`src/rtl/fene_pkg.sv`:
```
// Shared types, codes and constants of the FENE bond energy unit.
// Depends on nothing; every other file of the block imports it.
`default_nettype none

package fene_pkg;

    // Field widths fixed by the bus format.
    localparam int NUM_TYPES  = 4;
    localparam int TYPE_W     = 2;
    localparam int LEN_W      = 24;
    localparam int ENERGY_W   = 48;
    localparam int CFG_IDX_W  = 3;
    localparam int CFG_DATA_W = 64;

    localparam logic [63:0] COEFF_RESET  = 64'd72058694052872576;
    localparam logic [15:0] CUTOFF_RESET = 16'd4598;
    // ln(2) in Q0.30.
    localparam logic [29:0] LN2_Q30      = 30'd744261118;

    // Queue between the front and the back end.
    localparam int QUEUE_DEPTH = 4;
    localparam int QPTR_W      = $clog2(QUEUE_DEPTH);
    localparam int QCNT_W      = $clog2(QUEUE_DEPTH + 1);

    // Back end stage map.
    localparam int QDIV_N        = 32;               // quotient bits of r^2/r0^2
    localparam int SDIV_N        = 28;               // quotient bits of sigma/r
    localparam int NORM_N        = 5;                // binary normalisation steps
    localparam int SQ_N          = 28;               // log2 squaring steps
    localparam int STG_S2        = SDIV_N + 1;
    localparam int STG_S4        = STG_S2 + 1;
    localparam int STG_S6P       = STG_S4 + 1;
    localparam int STG_S6        = STG_S6P + 1;
    localparam int STG_T         = STG_S6 + 1;
    localparam int STG_T2P       = STG_T + 1;
    localparam int STG_T2        = STG_T2P + 1;
    localparam int STG_EP        = STG_T2 + 1;
    localparam int STG_WCA_END   = STG_EP + 1;
    localparam int STG_Y         = QDIV_N + 1;
    localparam int STG_NORM_LAST = STG_Y + NORM_N;
    localparam int STG_SQ_LAST   = STG_NORM_LAST + SQ_N;
    localparam int STG_LSUM      = STG_SQ_LAST + 1;
    localparam int STG_NL        = STG_LSUM + 1;
    localparam int STG_SP0       = STG_NL + 1;
    localparam int STG_SP1       = STG_SP0 + 1;
    localparam int STG_LAST      = STG_SP1 + 1;

    typedef enum logic [1:0] {
        ST_OK      = 2'd0,
        ST_STRETCH = 2'd1,
        ST_OVER    = 2'd2
    } status_t;

    typedef enum logic [CFG_IDX_W-1:0] {
        CFG_COEFF0 = 3'd0,
        CFG_COEFF1 = 3'd1,
        CFG_COEFF2 = 3'd2,
        CFG_COEFF3 = 3'd3,
        CFG_CUTOFF = 3'd4
    } cfg_reg_t;

    // One classified bond as it waits in the queue.
    typedef struct packed {
        status_t           spec;
        logic              wca_en;
        logic              s_ovf;
        logic [LEN_W-1:0]  r;
        logic [15:0]       eps;
        logic [15:0]       sig;
        logic [15:0]       kf;
        logic [31:0]       r0sq;
    } bond_item_t;

    // Values that ride along the whole back end pipeline.
    typedef struct packed {
        status_t              spec;
        logic                 wca_en;
        logic                 s_ovf;
        logic [15:0]          eps;
        logic [LEN_W-1:0]     r;
        logic [31:0]          r0sq;
        logic [47:0]          akr;
        logic [ENERGY_W-1:0]  wca;
        logic                 wov;
    } back_ctl_t;

endpackage

`default_nettype wire

```
`src/rtl/fene_queue.sv`:
```
// Short queue of classified bonds between the front and the back end.
// Depends on fene_pkg.
`default_nettype none

module fene_queue
    import fene_pkg::*;
(
    input  wire logic       clk,
    input  wire logic       rst_n,
    input  wire logic       push,
    input  bond_item_t      wr_item,
    output logic            full,
    input  wire logic       pop,
    output logic            head_valid,
    output bond_item_t      head
);

    bond_item_t          slot_reg [0:QUEUE_DEPTH-1];
    logic [QPTR_W-1:0]   wr_ptr_reg, rd_ptr_reg;
    logic [QCNT_W-1:0]   count_reg, count_next;

    assign full       = (count_reg == QCNT_W'(QUEUE_DEPTH));
    assign head_valid = (count_reg != '0);
    assign head       = slot_reg[rd_ptr_reg];

    always_comb
    begin
        count_next = count_reg;
        if (push && !pop)
            count_next = count_reg + 1'b1;
        else if (pop && !push)
            count_next = count_reg - 1'b1;
    end

    always_ff @(posedge clk or negedge rst_n)
    begin
        if (!rst_n)
        begin
            wr_ptr_reg <= '0;
            rd_ptr_reg <= '0;
            count_reg  <= '0;
        end
        else
        begin
            if (push)
                wr_ptr_reg <= wr_ptr_reg + 1'b1;
            if (pop)
                rd_ptr_reg <= rd_ptr_reg + 1'b1;
            count_reg <= count_next;
        end
    end

    always_ff @(posedge clk)
    begin
        if (push)
            slot_reg[wr_ptr_reg] <= wr_item;
    end

    a_no_push_full: assert property (@(posedge clk) disable iff (!rst_n) full |-> !push)
        else $error("queue written while full");
    a_no_pop_empty: assert property (@(posedge clk) disable iff (!rst_n)
        pop |-> count_reg != '0)
        else $error("queue read while empty");
    a_count_bound: assert property (@(posedge clk) disable iff (!rst_n)
        count_reg <= QCNT_W'(QUEUE_DEPTH))
        else $error("queue count out of range");

endmodule

`default_nettype wire

```
`config.mk`:
```
export PLATFORM = sky130hd
export DESIGN_NAME = fene_queue
export DESIGN_NICKNAME = d
export VERILOG_FILES = /design/src/rtl/fene_pkg.sv /design/src/rtl/fene_queue.sv
export SDC_FILE = /design/constraint.sdc
export NUM_CORES = 1
export LEC_CHECK = 0
export BUFFER_PORTS_ARGS = -buffer_cell sky130_fd_sc_hd__buf_4
export CAP_MARGIN = 20
export CORE_ASPECT_RATIO = 0.75
export CORE_MARGIN = 4
export CORE_UTILIZATION = 57
export CTS_CLUSTER_SIZE = 25
export DETAILED_ROUTE_END_ITERATION = 8
export PLACE_DENSITY = 0.79
export SLEW_MARGIN = 20
export SYNTH_ARGS = -nofsm -noshare
export SYNTH_HDL_FRONTEND = slang
export SYNTH_SLANG_ARGS = --single-unit
```
`constraint.sdc`:
```
create_clock -name clk -period 3.9 [get_ports clk]
set_input_delay 1.17 -clock clk [delete_from_list [all_inputs] [get_ports clk]]
set_output_delay 1.17 -clock clk [all_outputs]
set_load 0.01 [all_outputs]
```
==> run summary <==
=================================================================================================
Peak clock frequency supported by timing ...........................................    0.293 GHz
Final period util ..................................................................        0.875
CTS H-tree depth ...................................................................            2
Post-Syn Instances .................................................................          598
Post-synth EDFFs ...................................................................          432
Crit path arrival time .............................................................      2.24 ns
Worst Skew .........................................................................    0.0200 ns
Area of all placed cells without fillers ...........................................    19500 µm²
Area Overhead vs Synth .............................................................        21.8%
Count of input and output buffers ..................................................          221
Final-report max-slew violation count ..............................................            0
Endpoint required time on the critical path ........................................      2.73 ns
Share of the yosys chip area belonging to registers ................................        0.822
Initial antenna violation count ....................................................            1
Final min period ...................................................................      3.41 ns
Largest vdd supply drop ............................................................       417 µV
Effective utilization at floorplan .................................................        0.585
Power density over the cells .......................................................   768 nW/µm²
Remaining global-route overflow ....................................................            0
Leakage power total ................................................................      6.68 nW
Mean instance size in the synthesized netlist ......................................     26.7 µm²
Worst min-delay path class ......................................................... input pin to async pin
Area share of the largest cell type after synthesis ................................        0.811
Post-CTS setup buffer count ........................................................            0
Critical path startpoint category ..................................................    flip-flop
Post-Layout Cell Count .............................................................         1234
RSZ-0062 raised after global routing ...............................................           no
Warnings from Yosys ................................................................            0
Main flop type after synthesis ..................................................... sky130_fd_sc_hd__edfxtp_1
Clock transition at the registers of the reported paths ............................      0.06 ns
Number of max-cap violations .......................................................            0
Finish-stage setup viols ...........................................................            0
Total Neg Setup Slack ..............................................................         0 ns
Actual transition at the worst max-transition pin ..................................     0.673 ns
Logic depth of the worst register-to-register path .................................            4
# IOs ..............................................................................          222
Final-report hold violation count ..................................................            0
Chip height ........................................................................       153 µm
Status .............................................................................    completed
Slack of the worst reg-to-reg path .................................................      1.92 ns
Ranking of synthesized cells by area ............................................... sky130_fd_sc_hd__edfxtp_1 (81%), sky130_fd_sc_hd__mux4_2 (15%), sky130_fd_sc_hd__dfrtp_1 (1.1%)
Cts hold-fix bufs ..................................................................            0
Net count after synthesis ..........................................................          716
Diode count ........................................................................            0
Total vias in the final route ......................................................         7217
Area of the core region ............................................................    27300 µm²
First-pass GRT wire length .........................................................     48200 µm
Hpwl dp ............................................................................     19200 µm
Number of sinks driven by the clock tree ...........................................          439
Max reg flops ......................................................................          432
Proportion of synthesized flip-flops having asynchronous set or reset ..............       0.0159
Layout cell share with drive strength beyond 1 .....................................        0.465
Total global-route track usage .....................................................        0.205
Number of distinct library cell variants in the gate-level netlist after synthesis .           20
Row count ..........................................................................           52
Number of synthesized register bits ................................................          439
Crit Reg-Reg Endpoint .............................................................. slot_reg[2][79]
Area of the mapped netlist .........................................................    16000 µm²
GP Congestion ......................................................................        0.772
TritonCTS Buffers ..................................................................           41
Crit end category ..................................................................   output pin
Per-cell routed wire length ........................................................      25.0 µm
Root Buffer ........................................................................ sky130_fd_sc_hd__clkbuf_16
Placed cell count ..................................................................         1161
Commonest cells in the netlist ..................................................... sky130_fd_sc_hd__edfxtp_1 (432), sky130_fd_sc_hd__mux4_2 (108), sky130_fd_sc_hd__buf_6 (11), sky130_fd_sc_hd__buf_2 (9), sky130_fd_sc_hd__dfrtp_1 (7)
CTS tree ...........................................................................         done
X dimension of the die .............................................................       201 µm
Buffers from clock root to sink, at most ...........................................            3
Post-cts repair resize count .......................................................            0
Total Die Area .....................................................................    30800 µm²
Library cell with the largest summed area after synthesis .......................... sky130_fd_sc_hd__edfxtp_1
Largest net degree at the start of global routing ..................................           63
Headroom to the max-slew limit .....................................................        0.552
WL final ...........................................................................     30900 µm
Drt first pass iters ...............................................................            5
Vias in the first global route .....................................................         7895
Final net count ....................................................................          971
Instance area after placement ......................................................    18100 µm²
Routed Antenna Nets ................................................................            0
CP Class ........................................................................... flip-flop to output pin
Crit path max fanout ...............................................................           29
DRC ................................................................................            0
Worst flop-to-flop path startpoint ................................................. wr_ptr_reg[0]
Clock network latency to the later pin of the worst-skew pair ......................      0.53 ns
Number of DRC violations after detailed-routing iteration 0 ........................          587
Post-detailed-route via-to-cell ratio ..............................................         5.85
Most frequent cell after synthesis ................................................. sky130_fd_sc_hd__edfxtp_1
=================================================================================================
[critical path: stages (launching register included)]
cell and delay (ns):
sky130_fd_sc_hd__dfrtp_4 0.72, sky130_fd_sc_hd__buf_4 0.40, sky130_fd_sc_hd__mux4_2 0.41, sky130_fd_sc_hd__buf_4 0.17
[power breakdown]
part / internal (W) / total (W) / switching, W
Clock: 0.00238 / 0.00399 / 0.00161
Sequential: 0.00617 / 0.00645 / 0.000282
Combinational: 0.00229 / 0.00452 / 0.00223
[cells by family after synthesis]
kind of cell	Yosys count	synth area share
fa+ha+maj	6	0.00516
xor+xnor	6	0.00329
compound gates	1	0.000313
flops	439	0.822
buf+inv	28	0.0131
mux	109	0.153
simple gates	9	0.00313
[worst max-delay path by stage]
stage | start | endpoint | slack [ns] | depth (start not counted)
finish | rd_ptr_reg[1] | head[83] | 0.49 | 3
global placement | rd_ptr_reg[0] | head[21] | 1.03 | 3
floorplan | push | slot_reg[0][0] | 0.94 | 1
global route | rd_ptr_reg[0] | head[18] | 0.38 | 3
detailed placement | rd_ptr_reg[0] | head[21] | 1.03 | 3
CTS | rd_ptr_reg[1] | head[83] | 0.44 | 3
[layout make-up]
class	instances	area, µm²
Clock buffer	51	1130
Tap cell	351	439
Inverter	4	15.0
Timing Repair Buffer	236	1860
Fill cell	1560	7850
Multi-Input combinational cell	131	2640
Sequential cell	439	13200
Clock inverter	22	235
[placed cells by master (no fill, tap or decap)]
cell	count
sky130_fd_sc_hd__ha_1	5
sky130_fd_sc_hd__mux4_2	108
sky130_fd_sc_hd__inv_6	1
sky130_fd_sc_hd__nand2_1	2
sky130_fd_sc_hd__o21ai_0	1
sky130_fd_sc_hd__fa_1	1
sky130_fd_sc_hd__clkbuf_8	2
sky130_fd_sc_hd__xor2_1	4
sky130_fd_sc_hd__clkinvlp_4	2
sky130_fd_sc_hd__nor3b_1	1
sky130_fd_sc_hd__bufinv_16	5
sky130_fd_sc_hd__xnor2_1	2
sky130_fd_sc_hd__buf_4	229
sky130_fd_sc_hd__and2_4	4
sky130_fd_sc_hd__dfrtp_4	2
sky130_fd_sc_hd__clkinv_1	7
sky130_fd_sc_hd__clkinv_2	7
sky130_fd_sc_hd__edfxtp_1	432
sky130_fd_sc_hd__or3_1	1
sky130_fd_sc_hd__nor2_1	1
sky130_fd_sc_hd__clkbuf_1	6
sky130_fd_sc_hd__inv_1	4
sky130_fd_sc_hd__dfrtp_1	5
sky130_fd_sc_hd__clkbuf_16	43
sky130_fd_sc_hd__mux2_2	1
sky130_fd_sc_hd__buf_12	7
[per-stage QoR]
step	total power (W)	util	hold WS, ns	setup slack [ns]
floorplan	0.00916	-	0.449	0.943
global placement	0.0110	0.663	0.467	1.03
detailed placement	0.0112	0.663	0.495	1.03
CTS	0.0152	0.713	0.420	0.438
global route	0.0157	0.713	0.421	0.380
finish	0.0150	0.713	0.442	0.489
[layer usage]
layer	up-vias	wire [µm]	global-route usage
met1	3765	12300	0.294
met3	44	2660	0.0578
met2	310	15400	0.323
li1	3096	-	-
met4	2	459	0.0459
met5	-	20	0
Power figures use the tool's default switching activity.
