[src/rtl/fene_pkg.sv]
// Shared types, codes and constants of the FENE bond energy unit.
// Depends on nothing; every other file of the block imports it.
`default_nettype none

package fene_pkg;

    // Field widths fixed by the bus format.
    localparam int NUM_TYPES  = 4;
    localparam int TYPE_W     = 2;
    localparam int LEN_W      = 24;
    localparam int ENERGY_W   = 48;
    localparam int CFG_IDX_W  = 3;
    localparam int CFG_DATA_W = 64;

    localparam logic [63:0] COEFF_RESET  = 64'd72058694052872576;
    localparam logic [15:0] CUTOFF_RESET = 16'd4598;
    // ln(2) in Q0.30.
    localparam logic [29:0] LN2_Q30      = 30'd744261118;

    // Queue between the front and the back end.
    localparam int QUEUE_DEPTH = 4;
    localparam int QPTR_W      = $clog2(QUEUE_DEPTH);
    localparam int QCNT_W      = $clog2(QUEUE_DEPTH + 1);

    // Back end stage map.
    localparam int QDIV_N        = 32;               // quotient bits of r^2/r0^2
    localparam int SDIV_N        = 28;               // quotient bits of sigma/r
    localparam int NORM_N        = 5;                // binary normalisation steps
    localparam int SQ_N          = 28;               // log2 squaring steps
    localparam int STG_S2        = SDIV_N + 1;
    localparam int STG_S4        = STG_S2 + 1;
    localparam int STG_S6P       = STG_S4 + 1;
    localparam int STG_S6        = STG_S6P + 1;
    localparam int STG_T         = STG_S6 + 1;
    localparam int STG_T2P       = STG_T + 1;
    localparam int STG_T2        = STG_T2P + 1;
    localparam int STG_EP        = STG_T2 + 1;
    localparam int STG_WCA_END   = STG_EP + 1;
    localparam int STG_Y         = QDIV_N + 1;
    localparam int STG_NORM_LAST = STG_Y + NORM_N;
    localparam int STG_SQ_LAST   = STG_NORM_LAST + SQ_N;
    localparam int STG_LSUM      = STG_SQ_LAST + 1;
    localparam int STG_NL        = STG_LSUM + 1;
    localparam int STG_SP0       = STG_NL + 1;
    localparam int STG_SP1       = STG_SP0 + 1;
    localparam int STG_LAST      = STG_SP1 + 1;

    typedef enum logic [1:0] {
        ST_OK      = 2'd0,
        ST_STRETCH = 2'd1,
        ST_OVER    = 2'd2
    } status_t;

    typedef enum logic [CFG_IDX_W-1:0] {
        CFG_COEFF0 = 3'd0,
        CFG_COEFF1 = 3'd1,
        CFG_COEFF2 = 3'd2,
        CFG_COEFF3 = 3'd3,
        CFG_CUTOFF = 3'd4
    } cfg_reg_t;

    // One classified bond as it waits in the queue.
    typedef struct packed {
        status_t           spec;
        logic              wca_en;
        logic              s_ovf;
        logic [LEN_W-1:0]  r;
        logic [15:0]       eps;
        logic [15:0]       sig;
        logic [15:0]       kf;
        logic [31:0]       r0sq;
    } bond_item_t;

    // Values that ride along the whole back end pipeline.
    typedef struct packed {
        status_t              spec;
        logic                 wca_en;
        logic                 s_ovf;
        logic [15:0]          eps;
        logic [LEN_W-1:0]     r;
        logic [31:0]          r0sq;
        logic [47:0]          akr;
        logic [ENERGY_W-1:0]  wca;
        logic                 wov;
    } back_ctl_t;

endpackage

`default_nettype wire

[src/rtl/fene_front.sv]
// Front end: coefficient registers, configuration port and bond classification.
// Depends on fene_pkg.
`default_nettype none

module fene_front
    import fene_pkg::*;
(
    input  wire logic                  clk,
    input  wire logic                  rst_n,
    input  wire logic                  cfg_valid,
    output logic                       cfg_ready,
    input  wire logic [CFG_IDX_W-1:0]  cfg_index,
    input  wire logic [CFG_DATA_W-1:0] cfg_data,
    input  wire logic                  in_valid,
    output logic                       in_ready,
    input  wire logic [TYPE_W-1:0]     bond_type,
    input  wire logic [LEN_W-1:0]      bond_length,
    input  wire logic                  q_full,
    output logic                       q_push,
    output bond_item_t                 q_item
);

    logic [CFG_DATA_W-1:0] coeff_reg [0:3];
    logic [15:0]           cutoff_reg;

    logic [TYPE_W-1:0] sel;
    logic [63:0]       c;
    logic [15:0]       eps, sig, kf, r0;
    logic [31:0]       cut_prod;

    assign cfg_ready = 1'b1;

    always_ff @(posedge clk or negedge rst_n)
    begin
        if (!rst_n)
        begin
            for (int i = 0; i < 4; i++)
            begin
                coeff_reg[i] <= COEFF_RESET;
            end
            cutoff_reg <= CUTOFF_RESET;
        end
        else if (cfg_valid)
        begin
            unique case (cfg_index) inside
                CFG_COEFF0, CFG_COEFF1, CFG_COEFF2, CFG_COEFF3:
                    coeff_reg[cfg_index[1:0]] <= cfg_data;
                CFG_CUTOFF:
                    cutoff_reg <= cfg_data[15:0];
                default: ;
            endcase
        end
    end

    // Types past the configured count fall back on the last one.
    always_comb
    begin
        if ({1'b0, bond_type} >= 3'(NUM_TYPES))
            sel = TYPE_W'(NUM_TYPES - 1);
        else
            sel = bond_type;
        c        = coeff_reg[sel];
        eps      = c[63:48];
        sig      = c[47:32];
        kf       = c[31:16];
        r0       = c[15:0];
        cut_prod = cutoff_reg * sig;
    end

    assign in_ready = !q_full;
    assign q_push   = in_valid && !q_full;

    always_comb
    begin
        q_item.r      = bond_length;
        q_item.eps    = eps;
        q_item.sig    = sig;
        q_item.kf     = kf;
        q_item.r0sq   = r0 * r0;
        q_item.wca_en = (32'({bond_length, 4'b0000}) < cut_prod) && (eps != 16'd0);
        q_item.s_ovf  = (24'({sig, 4'b0000}) >= bond_length);
        if (bond_length == '0)
            q_item.spec = ST_OVER;
        else if (bond_length >= {r0, 8'b0})
            q_item.spec = ST_STRETCH;
        else
            q_item.spec = ST_OK;
    end

endmodule

`default_nettype wire

[config.mk]
export PLATFORM = sky130hd
export DESIGN_NAME = fene_front
export DESIGN_NICKNAME = d
export VERILOG_FILES = /design/src/rtl/fene_pkg.sv /design/src/rtl/fene_front.sv
export SDC_FILE = /design/constraint.sdc
export NUM_CORES = 1
export LEC_CHECK = 0
export BUFFER_PORTS_ARGS = -buffer_cell sky130_fd_sc_hd__buf_2
export CAP_MARGIN = 20
export CORE_MARGIN = 8
export CORE_UTILIZATION = 40
export CTS_BUF_LIST = sky130_fd_sc_hd__clkbuf_8 sky130_fd_sc_hd__clkbuf_16
export CTS_CLUSTER_SIZE = 12
export DETAILED_ROUTE_END_ITERATION = 10
export PLACE_DENSITY = 0.6
export SYNTH_ARGS = -nofsm -noshare
export SYNTH_HDL_FRONTEND = slang
export SYNTH_SLANG_ARGS = --single-unit
[constraint.sdc]
create_clock -name clk -period 10.02 [get_ports clk]
set_input_delay 1.002 -clock clk [delete_from_list [all_inputs] [get_ports clk]]
set_output_delay 1.002 -clock clk [all_outputs]
set_load 0.03 [all_outputs]
==> flow_results.xml <==
<?xml version="1.0" encoding="UTF-8"?>
<metrics>
  <group name="floorplanning">
    <metric name="fp-row-count" unit="">98</metric>
    <metric name="core" unit="µm²">71500</metric>
    <metric name="io_pins" unit="">209</metric>
    <metric name="fp.dieArea" unit="µm²">81000</metric>
    <metric name="floorplan.die.height" unit="µm">285</metric>
    <metric name="die_x" unit="µm">285</metric>
    <metric name="initial_utilization" unit="">0.404</metric>
  </group>
  <group name="finish">
    <metric name="layout.filler_cells" unit="">6634</metric>
    <metric name="final_cell_count_no_fill" unit="">3928</metric>
    <metric name="final_cell_mix" unit="">493 x inv_1, 352 x fa_1, 288 x mux2_2, 246 x ha_1, 244 x nand2_1</metric>
    <metric name="seqCellArea" unit="µm²">6860</metric>
    <metric name="post_route_cells_drive_above_1_share" unit="">0.284</metric>
    <metric name="layout.cells.most_common" unit="">inv_1</metric>
    <metric name="largest_reg_flops" unit="">256</metric>
    <metric name="number_of_nets_in_the_layout" unit="">3658</metric>
    <metric name="multi_input_combinational_cell_area" unit="µm²">19900</metric>
    <metric name="synthToLayoutAreaGrowth" unit="%">14.2</metric>
    <metric name="fin_area" unit="µm²">33000</metric>
  </group>
  <group name="global_routing">
    <metric name="global_route_wire_length_before_repair" unit="µm">123000</metric>
    <metric name="total_routing_usage_reported_by_global_routing" unit="">0.186</metric>
    <metric name="grt_max_degree" unit="">119</metric>
    <metric name="number_of_global_route_vias_before_repair" unit="">23195</metric>
    <metric name="sum_of_overflow_across_all_layers_after_global_routing" unit="">0</metric>
    <metric name="number_of_antenna_violations_at_the_first_check_in_global_routing" unit="">15</metric>
  </group>
  <group name="detailed_routing">
    <metric name="ant_nets" unit="">0</metric>
    <metric name="per_cell_via_count_in_the_routed_design" unit="">5.16</metric>
    <metric name="detailroute.wirelength.met3" unit="µm">4140</metric>
    <metric name="top_layer_used" unit="">met5</metric>
    <metric name="routed-via-count" unit="">20265</metric>
    <metric name="drt_wl_total" unit="µm">74700</metric>
    <metric name="met2_wirelength" unit="µm">38000</metric>
    <metric name="dr.pass1.iters" unit="">5</metric>
    <metric name="routed_wire_length_per_instance" unit="µm">19.0</metric>
    <metric name="dr_iter_0_viols" unit="">1009</metric>
    <metric name="routedLengthMet1" unit="µm">30500</metric>
    <metric name="post-route-drc-count" unit="">0</metric>
  </group>
  <group name="critical_path">
    <metric name="path_class" unit="">input port to output pin</metric>
    <metric name="worst_path_max_stage_delay" unit="ns">0.63</metric>
    <metric name="ff2ff_path_depth" unit="">2</metric>
    <metric name="worst_ep_arrival_time" unit="ns">8.70</metric>
    <metric name="required_arrival_time_at_the_worst_endpoint" unit="ns">9.02</metric>
    <metric name="critical_path_cell_with_the_highest_stage_delay" unit="">mux4_2</metric>
    <metric name="critical_path.max_fanout" unit="">8</metric>
    <metric name="critical_path.startpoint_type" unit="">input port</metric>
    <metric name="timing.critical_path.mode_cell" unit="">fa_1</metric>
    <metric name="worst_setup_end_kind" unit="">output pin</metric>
  </group>
  <group name="yosys">
    <metric name="synthesis.nets" unit="">3413</metric>
    <metric name="synth-edff-count" unit="">0</metric>
    <metric name="synth_area_per_cell" unit="µm²">10.7</metric>
    <metric name="ys_ff_latch" unit="">272</metric>
    <metric name="ys_warn_count" unit="">0</metric>
    <metric name="async_set_reset_flop_share_out_of_synthesis" unit="">1.00</metric>
    <metric name="synth_flop_type" unit="">dfrtp_1</metric>
    <metric name="synth_seq_area_share" unit="">0.238</metric>
    <metric name="synth_cell_type_count" unit="">68</metric>
    <metric name="syn-cell-area" unit="µm²">28900</metric>
    <metric name="synthesis.instances" unit="">2700</metric>
  </group>
  <group name="worst_hold_path">
    <metric name="hold_class" unit="">input port to async pin</metric>
  </group>
  <group name="place">
    <metric name="dp_hpwl" unit="µm">58700</metric>
    <metric name="gp_routability_congestion" unit="">0.881</metric>
    <metric name="portBuffers" unit="">206</metric>
    <metric name="place.detailed.instances" unit="">3833</metric>
    <metric name="detailed_place.area" unit="µm²">31300</metric>
  </group>
  <group name="run_status">
    <metric name="status" unit="">completed</metric>
  </group>
  <group name="timing">
    <metric name="hold_viol_final" unit="">0</metric>
    <metric name="fin_worst_skew" unit="ns">0</metric>
    <metric name="finalCritPeriodShare" unit="">0.969</metric>
    <metric name="timing.final.max_slew_violations" unit="">0</metric>
    <metric name="relSlewSlack" unit="">0.281</metric>
    <metric name="post-route-min-period" unit="ns">9.71</metric>
    <metric name="worstMarginPinSlew" unit="ns">1.08</metric>
    <metric name="fmax" unit="GHz">0.103</metric>
    <metric name="setup_viol" unit="">0</metric>
  </group>
  <group name="cts">
    <metric name="tritoncts" unit="">done</metric>
    <metric name="numCtsBuffers" unit="">30</metric>
    <metric name="clock_latency" unit="ns">0.55</metric>
    <metric name="cts-root-to-sink-buffers" unit="">3</metric>
    <metric name="cts_root_buf" unit="">clkbuf_16</metric>
    <metric name="total_number_of_clock_tree_sinks" unit="">272</metric>
    <metric name="htree_levels" unit="">1</metric>
    <metric name="path_clk_slew" unit="ns">0.06</metric>
  </group>
  <group name="job">
    <metric name="drv_cap" unit="">0</metric>
  </group>
</metrics>
metal layers:
| layer | vias to the layer above | GRT usage |
|---|---|---|
| met5 | - | 0 |
| met4 | 8 | 0.0537 |
| met3 | 136 | 0.0308 |
| met2 | 525 | 0.333 |
| met1 | 10416 | 0.230 |
| li1 | 9180 | - |
cell type report:
class	instances	share of cell area
Inverter	499	0.0568
Clock inverter	18	0.00433
Antenna cell	9	0.000683
Tap cell	950	0.0361
Multi-Input combinational cell	1808	0.604
Clock buffer	38	0.0261
Timing Repair Buffer	334	0.0639
Sequential cell	272	0.208
worst max-delay path, delay by kind of cell:
family,cells,cell delay [ns]
adder cells (fa/ha/maj),8,3.66
AO/OA/AOI/OAI,8,1.84
buffers and inverters,8,0.79
AND/OR/NAND/NOR,4,0.69
multiplexers,1,0.63
XOR/XNOR,1,0.06
Yosys cell counts (4+ instances only):
library cell,count,share of area
o21ai_0,31,0.0054
buf_1,11,0.0014
mux2_2,288,0.11
inv_1,490,0.064
a21o_1,36,0.0094
o21bai_1,9,0.0023
clkinv_1,5,0.00065
nand4_1,12,0.0026
o21ai_1,4,0.00069
and3_1,9,0.0020
nor3_1,10,0.0017
fa_1,358,0.25
buf_4,27,0.0070
clkbuf_1,66,0.0086
ha_1,257,0.11
dfrtp_1,232,0.20
dfstp_2,40,0.036
xor2_1,21,0.0064
o211ai_1,5,0.0013
mux2i_1,17,0.0059
inv_2,4,0.00052
nor2_1,93,0.012
nand2_1,249,0.032
a31oi_1,8,0.0017
a21boi_0,4,0.0010
a21oi_1,65,0.011
buf_2,18,0.0031
nand3_1,17,0.0029
o21a_1,16,0.0042
and2_1,120,0.026
xnor2_1,42,0.013
a211oi_1,6,0.0016
nor4_1,13,0.0028
nor2b_1,9,0.0020
nand2b_1,6,0.0013
and4_1,5,0.0015
mux4_2,48,0.037
o31ai_1,5,0.0013
stage by stage:
step                 util  setup WS (ns)  hold WS (ns)  TNS, ns
finish              0.461          0.313         0.474        0
global route        0.461        -0.0314         0.507  -0.0314
CTS                 0.454        0.00832         0.503        0
detailed placement  0.438         -0.223         0.489   -0.223
global placement    0.438        -0.0912         0.482  -0.0912
floorplan               -         0.0268         0.474        0
logic make-up after synthesis:
kind of cell / count (synthesis) / synth area share
adders and majority gates: 615 / 0.360
AOI/OAI and AO/OA: 218 / 0.0518
DFF: 272 / 0.238
other: 2 / 0.000260
and+or+nand+nor: 556 / 0.0908
buffers and inverters: 621 / 0.0851
muxes: 353 / 0.156
xor gates and xnor gates: 63 / 0.0191
path summary, 6_finish.rpt:
path,from,endpoint,slack (ns)
setup / recovery,bond_type[0],q_item[105],0.31
hold / removal,rst_n,coeff_reg[123],0.47
setup reg to reg,cutoff_reg[10],cutoff_reg[10],8.78
hold reg to reg,coeff_reg[94],coeff_reg[94],0.50
max in group asynchronous,rst_n,coeff_reg[72],8.29
min in group clk,coeff_reg[94],coeff_reg[94],0.50
what timing repair did:
item,CTS,global route
endpoints found under the hold margin,0,0
resized for setup,10,75
hold buffers,0,0
cloned,1,0
pin swaps,2,57
setup endpoints to repair,1,11
setup buffers,10,18
Power is left out: the tool's default activity adds up to more than one toggle a clock period on the data nets, which glitch-free logic cannot reach.
